## config.mk

```make
export PLATFORM = sky130hd
export DESIGN_NAME = integer_to_radix_digits
export DESIGN_NICKNAME = d
export VERILOG_FILES = /design/src/sv/itrd_pkg.sv /design/src/sv/itrd_divider.sv /design/src/sv/itrd_digit_store.sv /design/src/sv/integer_to_radix_digits.sv
export SDC_FILE = /design/constraint.sdc
export NUM_CORES = 1
export LEC_CHECK = 0
export ABC_AREA = 0
export BUFFER_PORTS_ARGS = -buffer_cell sky130_fd_sc_hd__buf_4
export CAP_MARGIN = 10
export CORE_ASPECT_RATIO = 0.7
export CORE_MARGIN = 2
export CORE_UTILIZATION = 30
export CTS_BUF_LIST = sky130_fd_sc_hd__clkbuf_16
export DETAILED_ROUTE_END_ITERATION = 8
export HOLD_SLACK_MARGIN = 0.06
export PLACE_DENSITY = 0.45
export SLEW_MARGIN = 10
export SYNTH_ARGS = -nofsm -noshare
export SYNTH_HDL_FRONTEND = slang
export SYNTH_SLANG_ARGS = --single-unit
```

## constraint.sdc

```tcl
create_clock -name clk -period 6.4 [get_ports clk]
set_input_delay 0.32 -clock clk [delete_from_list [all_inputs] [get_ports clk]]
set_output_delay 0.32 -clock clk [all_outputs]
set_load 0.05 [all_outputs]
```

## src/sv/itrd_pkg.sv

```systemverilog
// itrd_pkg: shared widths, character codes and the digit-to-character mapping
// for the integer to radix text converter
// no dependencies
package itrd_pkg;

  // fixed field widths
  localparam int VALUE_W = 64;
  localparam int RADIX_W = 6;
  localparam int DIGIT_W = 6;
  localparam int CHAR_W  = 8;

  // parameter defaults
  localparam int VALUE_BITS_DEFAULT = 64;
  localparam int MAX_DIGITS_DEFAULT = 64;

  // radix register
  localparam logic [RADIX_W-1:0] RADIX_RESET = 6'd10;
  localparam logic [RADIX_W-1:0] RADIX_MIN   = 6'd2;
  localparam logic [RADIX_W-1:0] RADIX_MAX   = 6'd36;

  // character codes
  localparam logic [CHAR_W-1:0] CHAR_MINUS = 8'h2D;
  localparam logic [CHAR_W-1:0] CHAR_ZERO  = 8'h30;
  localparam logic [CHAR_W-1:0] CHAR_ALPHA = 8'h41;
  localparam logic [CHAR_W-1:0] DEC_DIGITS = 8'd10;

  // digit value to its ascii character, letters upper case from ten upwards
  function automatic logic [CHAR_W-1:0] digit_char(input logic [DIGIT_W-1:0] d);
    logic [CHAR_W-1:0] dw;
    dw = {{(CHAR_W-DIGIT_W){1'b0}}, d};
    if (dw >= DEC_DIGITS) begin
      digit_char = dw - DEC_DIGITS + CHAR_ALPHA;
    end else begin
      digit_char = dw + CHAR_ZERO;
    end
  endfunction

endpackage

```

## src/sv/itrd_divider.sv

```systemverilog
// itrd_divider: bit-serial restoring divider, one quotient bit per cycle
// divides a VALUE_BITS magnitude by the radix; uses itrd_pkg
module itrd_divider
  import itrd_pkg::*;
#(
  parameter int VALUE_BITS = VALUE_BITS_DEFAULT
) (
  input  logic                  clk,
  input  logic                  rst,
  input  logic                  start,
  input  logic [VALUE_BITS-1:0] dividend,
  input  logic [RADIX_W-1:0]    divisor,
  output logic                  done,
  output logic [VALUE_BITS-1:0] quotient,
  output logic [RADIX_W-1:0]    remainder
);

  localparam int CNT_W = $clog2(VALUE_BITS);

  logic             busy;
  logic [CNT_W-1:0] cnt;
  logic [RADIX_W:0] partial;
  logic [RADIX_W:0] diff;
  logic             fits;

  // shift the next dividend bit into the partial remainder and try a subtract
  always_comb begin
    partial = {remainder, quotient[VALUE_BITS-1]};
    diff    = partial - {1'b0, divisor};
    fits    = partial >= {1'b0, divisor};
  end

  always_ff @(posedge clk) begin
    if (rst) begin
      busy <= 1'b0;
      done <= 1'b0;
    end else begin
      done <= 1'b0;
      if (start) begin
        busy <= 1'b1;
      end else if (busy && cnt == '0) begin
        busy <= 1'b0;
        done <= 1'b1;
      end
    end
  end

  always_ff @(posedge clk) begin
    if (start) begin
      quotient  <= dividend;
      remainder <= '0;
      cnt       <= CNT_W'(VALUE_BITS - 1);
    end else if (busy) begin
      quotient  <= {quotient[VALUE_BITS-2:0], fits};
      remainder <= fits ? diff[RADIX_W-1:0] : partial[RADIX_W-1:0];
      cnt       <= cnt - 1'b1;
    end
  end

endmodule

```

## src/sv/itrd_digit_store.sv

```systemverilog
// itrd_digit_store: digit memory, one write port and one registered read port
// uses itrd_pkg for the digit width
module itrd_digit_store
  import itrd_pkg::*;
#(
  parameter int DEPTH = MAX_DIGITS_DEFAULT
) (
  input  logic                     clk,
  input  logic                     we,
  input  logic [$clog2(DEPTH)-1:0] waddr,
  input  logic [DIGIT_W-1:0]       wdata,
  input  logic                     re,
  input  logic [$clog2(DEPTH)-1:0] raddr,
  output logic [DIGIT_W-1:0]       rdata
);

  logic [DIGIT_W-1:0] mem [DEPTH];

  always_ff @(posedge clk) begin
    if (we) begin
      mem[waddr] <= wdata;
    end
  end

  always_ff @(posedge clk) begin
    if (re) begin
      rdata <= mem[raddr];
    end
  end

endmodule

```

## src/sv/integer_to_radix_digits.sv

```systemverilog
// integer_to_radix_digits: signed integer to ascii text in radix 2..36, one character per request
// each digit takes one full divider pass, lowest digit first; then comes the sign of a negative
//   value, then the digits are read back from the store; character stalls lengthen a conversion
//   a new value is taken only in idle, once the last character of the previous one has been issued
// reset (rst, synchronous): idle, radix back to ten, no character pending; digit memory not cleared
// uses itrd_pkg, itrd_divider and itrd_digit_store
module integer_to_radix_digits
  import itrd_pkg::*;
#(
  parameter int VALUE_BITS = VALUE_BITS_DEFAULT,
  parameter int MAX_DIGITS = MAX_DIGITS_DEFAULT
) (
  input  logic               clk,
  input  logic               rst,
  // configuration
  input  logic               radix_we,
  input  logic [RADIX_W-1:0] radix_wdata,
  // value requests
  input  logic               in_valid,
  output logic               in_stall,
  input  logic [VALUE_W-1:0] value,
  // character requests
  output logic               out_valid,
  input  logic               out_stall,
  output logic [CHAR_W-1:0]  character,
  output logic               last
);

  localparam int CNT_W  = $clog2(MAX_DIGITS + 1);
  localparam int ADDR_W = $clog2(MAX_DIGITS);

  // sequencer: divide repeatedly, then sign for a negative value, then read digits back top down
  typedef enum logic [4:0] {
    ST_IDLE = 5'b00001,
    ST_DIV  = 5'b00010,
    ST_SIGN = 5'b00100,
    ST_READ = 5'b01000,
    ST_LOAD = 5'b10000
  } state_t;

  state_t              state;
  logic [RADIX_W-1:0]  radix;
  logic [CNT_W-1:0]    count;
  logic                neg;
  logic [RADIX_W-1:0]  base;
  logic [ADDR_W-1:0]   idx;

  // input side decode
  logic [VALUE_BITS-1:0] v_in;
  logic [VALUE_BITS-1:0] v_neg;
  logic [VALUE_BITS-1:0] mag_in;
  logic                  neg_in;
  logic [RADIX_W-1:0]    base_in;
  logic                  accept;
  logic                  out_free;

  // divider and store hookup
  logic                  div_start;
  logic [VALUE_BITS-1:0] div_dividend;
  logic                  div_done;
  logic [VALUE_BITS-1:0] div_quotient;
  logic [RADIX_W-1:0]    div_remainder;
  logic                  quot_zero;
  logic                  store_we;
  logic                  store_re;
  logic [DIGIT_W-1:0]    store_rdata;

  always_comb begin
    // only the low VALUE_BITS bits count, as a two's complement number
    v_in   = value[VALUE_BITS-1:0];
    neg_in = v_in[VALUE_BITS-1];
    v_neg  = (~v_in) + {{(VALUE_BITS-1){1'b0}}, 1'b1};
    if (!neg_in) begin
      mag_in = v_in;
    end else if (v_neg[VALUE_BITS-1]) begin
      // most negative value: magnitude saturates to the largest positive
      mag_in = {1'b0, {(VALUE_BITS-1){1'b1}}};
    end else begin
      mag_in = v_neg;
    end

    // out of range radix is pulled back to 2..36
    if (radix < RADIX_MIN) begin
      base_in = RADIX_MIN;
    end else if (radix > RADIX_MAX) begin
      base_in = RADIX_MAX;
    end else begin
      base_in = radix;
    end

    in_stall = (state != ST_IDLE);
    accept   = in_valid && (state == ST_IDLE);
    out_free = !out_valid || !out_stall;

    quot_zero    = (div_quotient == '0);
    // the quotient of one pass is the dividend of the next, until it reaches zero
    div_start    = accept || (state == ST_DIV && div_done && !quot_zero);
    div_dividend = accept ? mag_in : div_quotient;

    // beyond MAX_DIGITS the more significant digits are dropped
    store_we = (state == ST_DIV) && div_done && (count < CNT_W'(MAX_DIGITS));
    store_re = (state == ST_READ);
  end

  itrd_divider #(
    .VALUE_BITS (VALUE_BITS)
  ) u_divider (
    .clk       (clk),
    .rst       (rst),
    .start     (div_start),
    .dividend  (div_dividend),
    .divisor   (accept ? base_in : base),
    .done      (div_done),
    .quotient  (div_quotient),
    .remainder (div_remainder)
  );

  itrd_digit_store #(
    .DEPTH (MAX_DIGITS)
  ) u_store (
    .clk   (clk),
    .we    (store_we),
    .waddr (count[ADDR_W-1:0]),
    .wdata (div_remainder),
    .re    (store_re),
    .raddr (idx),
    .rdata (store_rdata)
  );

  // control state
  always_ff @(posedge clk) begin
    if (rst) begin
      state     <= ST_IDLE;
      radix     <= RADIX_RESET;
      count     <= '0;
      out_valid <= 1'b0;
    end else begin
      if (radix_we) begin
        radix <= radix_wdata;
      end
      if (out_valid && !out_stall) begin
        out_valid <= 1'b0;
      end
      unique case (state)
        ST_IDLE: begin
          if (in_valid) begin
            count <= '0;
            state <= ST_DIV;
          end
        end
        ST_DIV: begin
          if (div_done) begin
            if (store_we) begin
              count <= count + 1'b1;
            end
            if (quot_zero) begin
              state <= neg ? ST_SIGN : ST_READ;
            end
          end
        end
        ST_SIGN: begin
          if (out_free) begin
            out_valid <= 1'b1;
            state     <= ST_READ;
          end
        end
        ST_READ: begin
          state <= ST_LOAD;
        end
        ST_LOAD: begin
          if (out_free) begin
            out_valid <= 1'b1;
            state     <= (idx == '0) ? ST_IDLE : ST_READ;
          end
        end
        default: begin
          state <= ST_IDLE;
        end
      endcase
    end
  end

  // payload and working registers
  always_ff @(posedge clk) begin
    unique case (state)
      ST_IDLE: begin
        if (in_valid) begin
          neg  <= neg_in;
          base <= base_in;
        end
      end
      ST_DIV: begin
        if (div_done && quot_zero) begin
          // top digit sits at the last written address
          idx <= store_we ? count[ADDR_W-1:0] : ADDR_W'(count - 1'b1);
        end
      end
      ST_SIGN: begin
        if (out_free) begin
          character <= CHAR_MINUS;
          last      <= 1'b0;
        end
      end
      ST_READ: begin
      end
      ST_LOAD: begin
        if (out_free) begin
          character <= digit_char(store_rdata);
          last      <= (idx == '0);
          if (idx != '0) begin
            idx <= idx - 1'b1;
          end
        end
      end
      default: begin
      end
    endcase
  end

  // the divider only finishes while the sequencer waits for it
  assert property (@(posedge clk) disable iff (rst)
    div_done |-> state == ST_DIV)
    else $error("divider finished outside the divide phase");

  // the sign character is only produced for negative values
  assert property (@(posedge clk) disable iff (rst)
    state == ST_SIGN |-> neg)
    else $error("sign phase entered for a non-negative value");

  // the digit count never passes the memory depth
  assert property (@(posedge clk) disable iff (rst)
    count <= CNT_W'(MAX_DIGITS))
    else $error("digit count beyond store depth");

  // handing over the lowest digit ends the value and flags it last
  assert property (@(posedge clk) disable iff (rst)
    (state == ST_LOAD && out_free && idx == '0) |=> (state == ST_IDLE && out_valid && last))
    else $error("final digit not flagged or sequencer not back to idle");

  // no value is taken while digits are still being produced
  assert property (@(posedge clk) disable iff (rst)
    (state == ST_DIV || state == ST_READ || state == ST_LOAD) |-> in_stall)
    else $error("value request open during conversion");

endmodule

```

==> qor.yml, run 1 <==
yosys_most_used_dff: "edfxtp_1"
cp_max_fo: 19
fin_crit_ns: 3.93
ff_latch_area_sq_um: 15000
grt_use_met2_pct: 21.6
grt_pass1_vias: 13377
start_kind: "flip-flop"
drt_iter0_drc: 1083
firstDrtPassIters: 5
htree_levels: 2
crit_buf_inv: 1
critPathLaunch: "state[4]"
synth-async-reset-ratio_pct: 0
dieArea_sq_um: 77300
antenna_left: 0
maxSlewViolCount: 0
clkTransAtPathRegs_ns: 0.06
dieWidth_um: 332
io_pins: 86
area_growth_pct: 15.4
synth_top_family_by_area: "multiplexers"
synth_xor_xnor_area_share_pct: 3.30
drcViolationCount: 0
arrival_ns: 4.42
clockRootBuffer: "clkbuf_16"
wl_per_cell_um: 22.3
hold_depth: 3
multi_input_area_sq_um: 7180
finalSetupViolations: 0
dpl_cell_area_sq_um: 24200
use_met3_pct: 3.20
fillers: 7166
num_vias: 13217
cap_violations: 0
cts_resized: 0
skew_ns: 0.0268
r2r_end: "u_divider.remainder[1]"
use_met1_pct: 22.9
synth_edf_count: 476
cts_made_buffers: 52
worstPathCellList: "nor3_1 -> nand3_1 -> inv_1 -> mux2i_1 -> ha_1 -> nor2b_1 -> o21ai_0 -> a21oi_1 -> o21ai_0 -> nand3_1 -> a311oi_1"
final_area_sq_um: 26000
end_kind: "flip-flop"
powerDensity_nw_per_um2: 308
grt_max_degree: 81
worstMarginPinSlew_ns: 1.11
reg2regPathDepth: 11
rsz0062_at_grt: "false"
synth.distinct_cells: 65
grt-ovfl-total: 0
port-buffer-count: 85
nets: 1665
place_congestion: 0.811
yosysSeqAreaShare_pct: 66.4
syn-instance-count: 1477
grt_pass1_wl_mm: 87.1
vdd_ir_drop_max_uv: 169
hold_path_startpoint: "out_stall"
synth.avg_cell_area_sq_um: 15.3
final.period_utilization_pct: 61.4
finalHoldViolCount: 0
fin_hold_ws_ns: 0.121
synth_compound_area_share_pct: 5.79
clock_latency_ns: 0.61
place_hpwl_mm: 36.8
ys_warn_count: 0
r2r_start: "state[4]"
path_class: "flip-flop to flip-flop"
synthMuxAreaShare_pct: 12.6
cts_tree: "done"
synth-simple-area-share_pct: 9.00
status: "finished, final reports clean"
cts_sinks: 509
required_ns: 6.89
clk_path_buf_depth: 3
slowest_delay_ns: 0.63
core_sq_um: 74700
slowest_stage: "inv_1"
initial_utilization_pct: 30.1
dp_cells: 2490
p_leak_nw: 8.42
endpoint: "u_divider.remainder[1]"
die_y_um: 233
wl_mm: 58.0
synth_area_sq_um: 22500
ys_ff_latch: 509
viasPerCell: 5.08
fin_setup_tns_ns: 0
yosys.area_share.adder_pct: 1.12
fmax_mhz: 255
min_path_type: "input port to flip-flop"
path_delay_family: "compound AO/OA/AOI/OAI gates"
reg2reg_slack_ns: 2.47
num_rows: 84
gr-max-usage-layer: "met1"
cp.depth: 11
drive_gt1_share_pct: 19.8
grt_usage_pct: 15.0
antenna_found_initial: 0
syn-num-nets: 1570
stdcell_count: 2603
slew_headroom_pct: 26.2
## layout make-up
cell class                      instances  share of cell area, %
Clock buffer                           54                   5.20
Inverter                               23                  0.332
Antenna cell                            1                0.00963
Tap cell                              989                   4.76
Multi-Input combinational cell        867                   27.6
Timing Repair Buffer                  119                   3.70
Clock inverter                         41                  0.785
Sequential cell                       509                   57.6
## worst min path at each step
stage / end / slack [ns]
floorplan: state[3] / 0.40
global placement: u_divider.cnt[0] / 0.46
detailed placement: u_divider.cnt[0] / 0.47
CTS: out_valid / 0.07
global route: out_valid / 0.11
finish: out_valid / 0.12
## layout by cell type (no fill, tap or decap), drive strengths merged, types with 16 or more instances in the layout
cell type / instances
ha: 17
nor3: 31
dlygate4sd3: 17
mux4: 113
nor2: 175
clkinv: 21
nor4: 28
mux2i: 16
o21ai: 35
a21oi: 54
buf: 102
a31oi: 45
xor2: 55
edfxtp: 476
clkbuf: 54
nand2: 69
inv: 41
dfxtp: 33
nand3: 21
xnor2: 30
o31ai: 21
## per-layer routing
metal  part of all wire (%)  vias to the layer above
met5                      0                        -
met4                    1.7                        0
met3                    5.8                       67
met2                     42                      317
met1                     50                     6834
li1                       -                     5999
## Yosys cell counts, types with 21 or more instances
| library cell | count | area [sq um] |
|---|---|---|
| mux4_2 | 113 | 2540 |
| nand2_1 | 69 | 259 |
| nand3_1 | 21 | 105 |
| inv_1 | 22 | 82.6 |
| xor2_1 | 55 | 482 |
| edfxtp_1 | 476 | 14300 |
| xnor2_1 | 30 | 263 |
| o21ai_0 | 33 | 165 |
| o31ai_1 | 21 | 158 |
| clkbuf_1 | 47 | 176 |
| a31oi_1 | 45 | 282 |
| nor2_1 | 175 | 657 |
| a21oi_1 | 52 | 260 |
| dfxtp_1 | 33 | 661 |
| nor3_1 | 30 | 150 |
| nor4_1 | 23 | 144 |
## registers in the layout, indices dropped and copies added (netlist names), 5 cells and up
name                 cells
u_store.mem            384
u_divider.quotient      64
character                8
count                    7
base                     6
idx                      6
radix                    6
u_divider.cnt            6
u_divider.remainder      6
u_store.rdata            6
state                    5
## tightest hold or removal path, cell delays in order
cell and delay, ns:
buf_4 0.11, nand2_1 0.14, a21oi_1 0.09
## logic make-up (layout without fill, tap and decap cells)
kind of cell | count (synthesis) | after routing
mux | 140 | 140
other cells | 0 | 1
compound gates | 205 | 205
flops | 509 | 509
buf+inv | 101 | 237
fa+ha+maj | 20 | 20
simple gates | 417 | 417
xor+xnor | 85 | 85
## metrics by stage
step / utilization (%) / total power [mW] / setup slack (ns)
final: 34.8 / 8.00 / 2.47
after global routing: 34.8 / 8.33 / 2.02
after CTS: 34.8 / 8.09 / 2.55
after detailed placement: 32.4 / 5.24 / 2.59
after global placement: 32.4 / 5.22 / 2.67
after floorplan: - / 4.81 / 2.98
## what timing repair did
| action | in CTS | in global routing |
|---|---|---|
| hold buffers | 17 | 0 |
| endpoints found under the hold margin | 14 | 0 |
| buffers inserted | 0 | 0 |
## power breakdown
part | switching, mW | internal [mW]
registers | 0.0787 | 4.11
logic | 0.707 | 0.265
clock network | 1.28 | 1.55
(Power assumes the default switching activity.)
==> run 2: changes to the inputs <==
clock period = 3.75 ns   (was 6.4 ns; I/O delays follow)
==> qor.yml, run 2 (synthesized netlist as in run 1, its figures left out) <==
viasPerCell: 5.06
powerDensity_nw_per_um2: 528
core_sq_um: 74700
grt_pass1_wl_mm: 87.8
hold_depth: 3
dpl_cell_area_sq_um: 24600
cts_made_buffers: 52
dieArea_sq_um: 77300
fin_crit_ns: 3.34
antenna_found_initial: 1
ff_latch_area_sq_um: 15000
cts_tree: "done"
place_congestion: 0.797
cp_max_fo: 11
largest_register_ffs: 384
fmax_mhz: 299
reg_top3: "u_store.mem: 384 flops, u_divider.quotient: 64 flops, character: 8 flops"
num_rows: 84
hold_end: "u_divider.quotient[32]"
crit_buf_inv: 1
layout_common_cells: "476 x edfxtp_1, 175 x nor2_1, 139 x buf_4"
start_kind: "flip-flop"
reg2regPathDepth: 11
num_vias: 13643
final.period_utilization_pct: 89.2
grt_max_degree: 84
worstPathCellList: "nor3_1 -> nand3_1 -> inv_1 -> mux2i_1 -> ha_1 -> nor2b_1 -> o21ai_0 -> a21oi_1 -> o21ai_0 -> nand3_1 -> a311oi_1"
min_path_type: "input port to flip-flop"
worstMarginPinSlew_ns: 1.09
wl_mm: 58.2
end_kind: "flip-flop"
top_register: "u_store.mem"
path_class: "flip-flop to flip-flop"
status: "finished, final reports clean"
grt_pass1_vias: 13534
critPathLaunch: "state[4]"
maxSlewViolCount: 0
finish.utilization_pct: 36.2
hold_path_startpoint: "value[32]"
grt_usage_pct: 15.0
finalHoldViolCount: 0
wl_per_cell_um: 21.6
clockRootBuffer: "clkbuf_16"
r2r_start: "state[4]"
p_leak_nw: 8.90
path_delay_family: "compound AO/OA/AOI/OAI gates"
rsz0062_at_grt: "false"
io_pins: 86
final_area_sq_um: 27000
drt_iter0_drc: 1353
multi_input_area_sq_um: 7180
final_common_cell: "edfxtp_1"
dieWidth_um: 332
grt-ovfl-total: 0
required_ns: 4.23
port-buffer-count: 85
initial_utilization_pct: 30.1
fillers: 7035
r2r_end: "u_divider.remainder[3]"
slew_headroom_pct: 27.5
nets: 1757
drcViolationCount: 0
fin_hold_ws_ns: 0.0872
slowest_delay_ns: 0.44
skew_ns: 0.0117
antenna_left: 0
fin_setup_tns_ns: 0
arrival_ns: 3.82
die_y_um: 233
htree_levels: 2
slowest_stage: "o21ai_0"
vdd_ir_drop_max_uv: 395
firstDrtPassIters: 5
area_growth_pct: 20.0
reg2reg_slack_ns: 0.41
clk_path_buf_depth: 3
cts_sinks: 509
place_hpwl_mm: 37.8
finalSetupViolations: 0
clkTransAtPathRegs_ns: 0.07
cap_violations: 0
clock_latency_ns: 0.59
drive_gt1_share_pct: 22.2
## run 2: metal layers
layer	GRT usage [%]	vias up	share of wire (%)
met5	0	-	0.017
met4	3.14	2	1.3
met3	2.78	65	5.2
met2	22.0	326	43
met1	23.0	7060	50
li1	-	6190	-
## run 2: area by class of cell
cell class	instances	area share [%]
Tap cell	989	4.58
Multi-Input combinational cell	867	26.5
Timing Repair Buffer	211	6.67
Antenna cell	1	0.00925
Inverter	23	0.319
Clock buffer	55	5.09
Sequential cell	509	55.3
Clock inverter	40	1.46
## run 2: tightest hold or removal path: stages
cell,delay [ns]
buf_4,0.11
xor2_1,0.08
a31oi_1,0.17
## run 2: what timing repair did
item	CTS	global route
setup buffers	0	0
hold buffers	68	0
gates resized for setup	0	0
endpoints found under the hold margin	70	0
## run 2: worst max path at each step
| stage | to | slack, ns | cells after the start |
|---|---|---|---|
| final | u_divider.remainder[3] | 0.41 | 11 |
| after global routing | u_divider.remainder[3] | 0.07 | 11 |
| after CTS | u_divider.remainder[3] | 0.39 | 11 |
| after detailed placement | u_divider.remainder[4] | 0.44 | 11 |
| after global placement | u_divider.remainder[3] | 0.51 | 11 |
| after floorplan | u_divider.remainder[1] | 0.33 | 13 |
## run 2: per-stage QoR
stage                     worst slack (ns)  power [mW]  cells
final                                0.405        14.3   2695
after global routing                0.0735        14.9   2694
after CTS                            0.391        14.4   2694
after detailed placement             0.441        8.96   2531
after global placement               0.510        8.92   2531
after floorplan                      0.330        8.21   1477
## run 2: power breakdown
group | switching, mW | leakage, nW | internal [mW] | total, mW
combinational | 1.17 | 3.39 | 0.503 | 1.67
sequential | 0.174 | 4.63 | 7.01 | 7.19
clock | 2.21 | 0.882 | 3.20 | 5.41
==> run 3: changes to the inputs <==
BUFFER_PORTS_ARGS = -buffer_cell sky130_fd_sc_hd__buf_2   (was -buffer_cell sky130_fd_sc_hd__buf_4)
SYNTH_HIERARCHICAL = 1   (was default)
==> qor.yml, run 3 <==
layout_common_cells: "476 x edfxtp_1, 178 x nor2_1, 87 x mux4_2"
synth_edf_count: 476
antennaDiodeCount: 0
hold_depth: 1
worstPathCellList: "or3_1 -> or4_1 -> inv_2 -> nor2b_1 -> nand2_1 -> nor2_1"
hold_path_startpoint: "value[63]"
drcViolationCount: 0
synth-async-reset-ratio_pct: 0
maxSlewViolCount: 0
largest_register_ffs: 384
io_pins: 86
hold_end: "neg"
cap_violations: 0
num_rows: 85
p_total_mw: 14.8
slowest_delay_ns: 0.61
nets: 1815
slew_headroom_pct: 30.3
yosys_most_used_dff: "edfxtp_1"
min_path_type: "input port to flip-flop"
synth_top_cell_area_share_pct: 60.9
dpl_cell_area_sq_um: 25300
antenna_left: 0
drt_iter0_drc: 1103
ys_warn_count: 6
clk_path_buf_depth: 3
path_class: "flip-flop to flip-flop"
p_leak_nw: 9.10
cp_max_fo: 11
drive_gt1_share_pct: 23.9
grt_usage_pct: 14.8
r2r_end: "u_store/mem[42][1]"
critPathLaunch: "state[4]"
wl_per_cell_um: 21.6
grt_pass1_vias: 13576
skew_ns: 0.0237
reg2reg_slack_ns: 0.41
fin_setup_tns_ns: 0
finalSetupViolations: 0
core_sq_um: 77100
r2r_start: "state[4]"
yosysSeqAreaShare_pct: 63.7
end_kind: "flip-flop"
netlist_top_cells_count: "476 x edfxtp_1, 179 x nor2_1, 87 x mux4_2, 77 x mux2_2, 70 x a21oi_1"
grt-ovfl-total: 0
path_delay_family: "simple AND/OR/NAND/NOR gates"
dieArea_sq_um: 80500
wl_mm: 60.7
worstMarginPinSlew_ns: 1.05
viasPerCell: 5.05
antenna_found_initial: 0
clock_latency_ns: 0.61
start_kind: "flip-flop"
finalHoldViolCount: 0
reg_top3: "u_store/mem: 384 flops, u_divider/quotient: 64 flops, character: 8 flops"
top_register: "u_store/mem"
cts_sinks: 509
fin_crit_ns: 3.34
cts_made_buffers: 54
port-buffer-count: 85
clockRootBuffer: "clkbuf_16"
place_hpwl_mm: 40.0
syn-instance-count: 1584
clkTransAtPathRegs_ns: 0.06
crit_buf_inv: 1
required_ns: 3.98
ys_ff_latch: 509
slowest_stage: "or4_1"
dp_slack_ns: 0.435
vdd_ir_drop_max_uv: 441
reg2regPathDepth: 6
status: "finished, final reports clean"
die_y_um: 238
num_vias: 14184
fmax_mhz: 299
firstDrtPassIters: 5
final_area_sq_um: 27300
rsz0062_at_grt: "false"
synth.avg_cell_area_sq_um: 14.8
grt_pass1_wl_mm: 90.4
powerDensity_nw_per_um2: 542
final_common_cell: "edfxtp_1"
cts_resized: 0
syn-num-nets: 1677
synth_area_leaders: "edfxtp_1 61%, mux4_2 8.4%, mux2_2 3.7%"
place_congestion: 0.847
arrival_ns: 3.57
htree_levels: 2
area_growth_pct: 16.3
yosys.area.top_type: "edfxtp_1"
yosysMostFrequentCell: "edfxtp_1"
setup_ws_ns: 0.409
final.period_utilization_pct: 89.1
synth.distinct_cells: 85
synth_area_sq_um: 23500
dieWidth_um: 338
grt_max_degree: 84
cts_tree: "done"
initial_utilization_pct: 30.4
-- run 3: logic make-up after synthesis --
group	after synthesis	share of synthesized area (%)
xor gates and xnor gates	89	3.32
muxes	191	13.6
buffers and inverters	113	2.40
AOI/OAI and AO/OA	223	6.45
and+or+nand+nor	440	9.44
adders and majority gates	19	1.03
DFF	509	63.7
-- run 3: area by class of cell --
type	count	area, sq um
flip-flops and latches	509	15000
repair buffers	165	1140
inverters	30	113
well taps	1044	1310
clock inverters	45	432
fillers	7290	49800
clock buffers	55	1380
multi-input cells	962	7970
-- run 3: stage by stage --
stage | util (%) | hold slack [ns] | std cells
after floorplan | - | 0.260 | 1584
after global placement | 32.8 | 0.414 | 2690
after detailed placement | 32.8 | 0.429 | 2690
after CTS | 35.4 | 0.0742 | 2810
after global routing | 35.4 | 0.112 | 2810
final | 35.4 | 0.114 | 2810
-- run 3: how the worst max path moves through the flow --
stage	slack [ns]	end	cells after the start
6_report	0.41	u_store/mem[42][1]	6
5_1_grt	0.21	u_divider/remainder[2]	11
4_1_cts	0.43	u_store/mem[60][3]	6
3_5_place_dp	0.44	u_store/mem[60][3]	6
3_3_place_gp	0.46	u_divider/remainder[3]	10
2_1_floorplan	0.29	u_divider/remainder[5]	15
-- run 3: metal layers --
metal  global-route usage, %  wire length, um
met1                    23.6            31400
met4                    3.19              947
met3                    2.74             3250
met5                       0                0
met2                    20.4            25100
-- run 3: timing repair --
item                      4_1_cts  5_1_grt
setup buffers                   0        0
hold endpoints to repair       15        0
hold buffers                   20        0
-- run 3: where the power goes --
part	switching, mW	total [mW]	internal, mW	leakage, nW
logic	1.39	2.04	0.651	3.52
registers	0.203	7.29	7.09	4.67
clock network	2.25	5.46	3.21	0.908
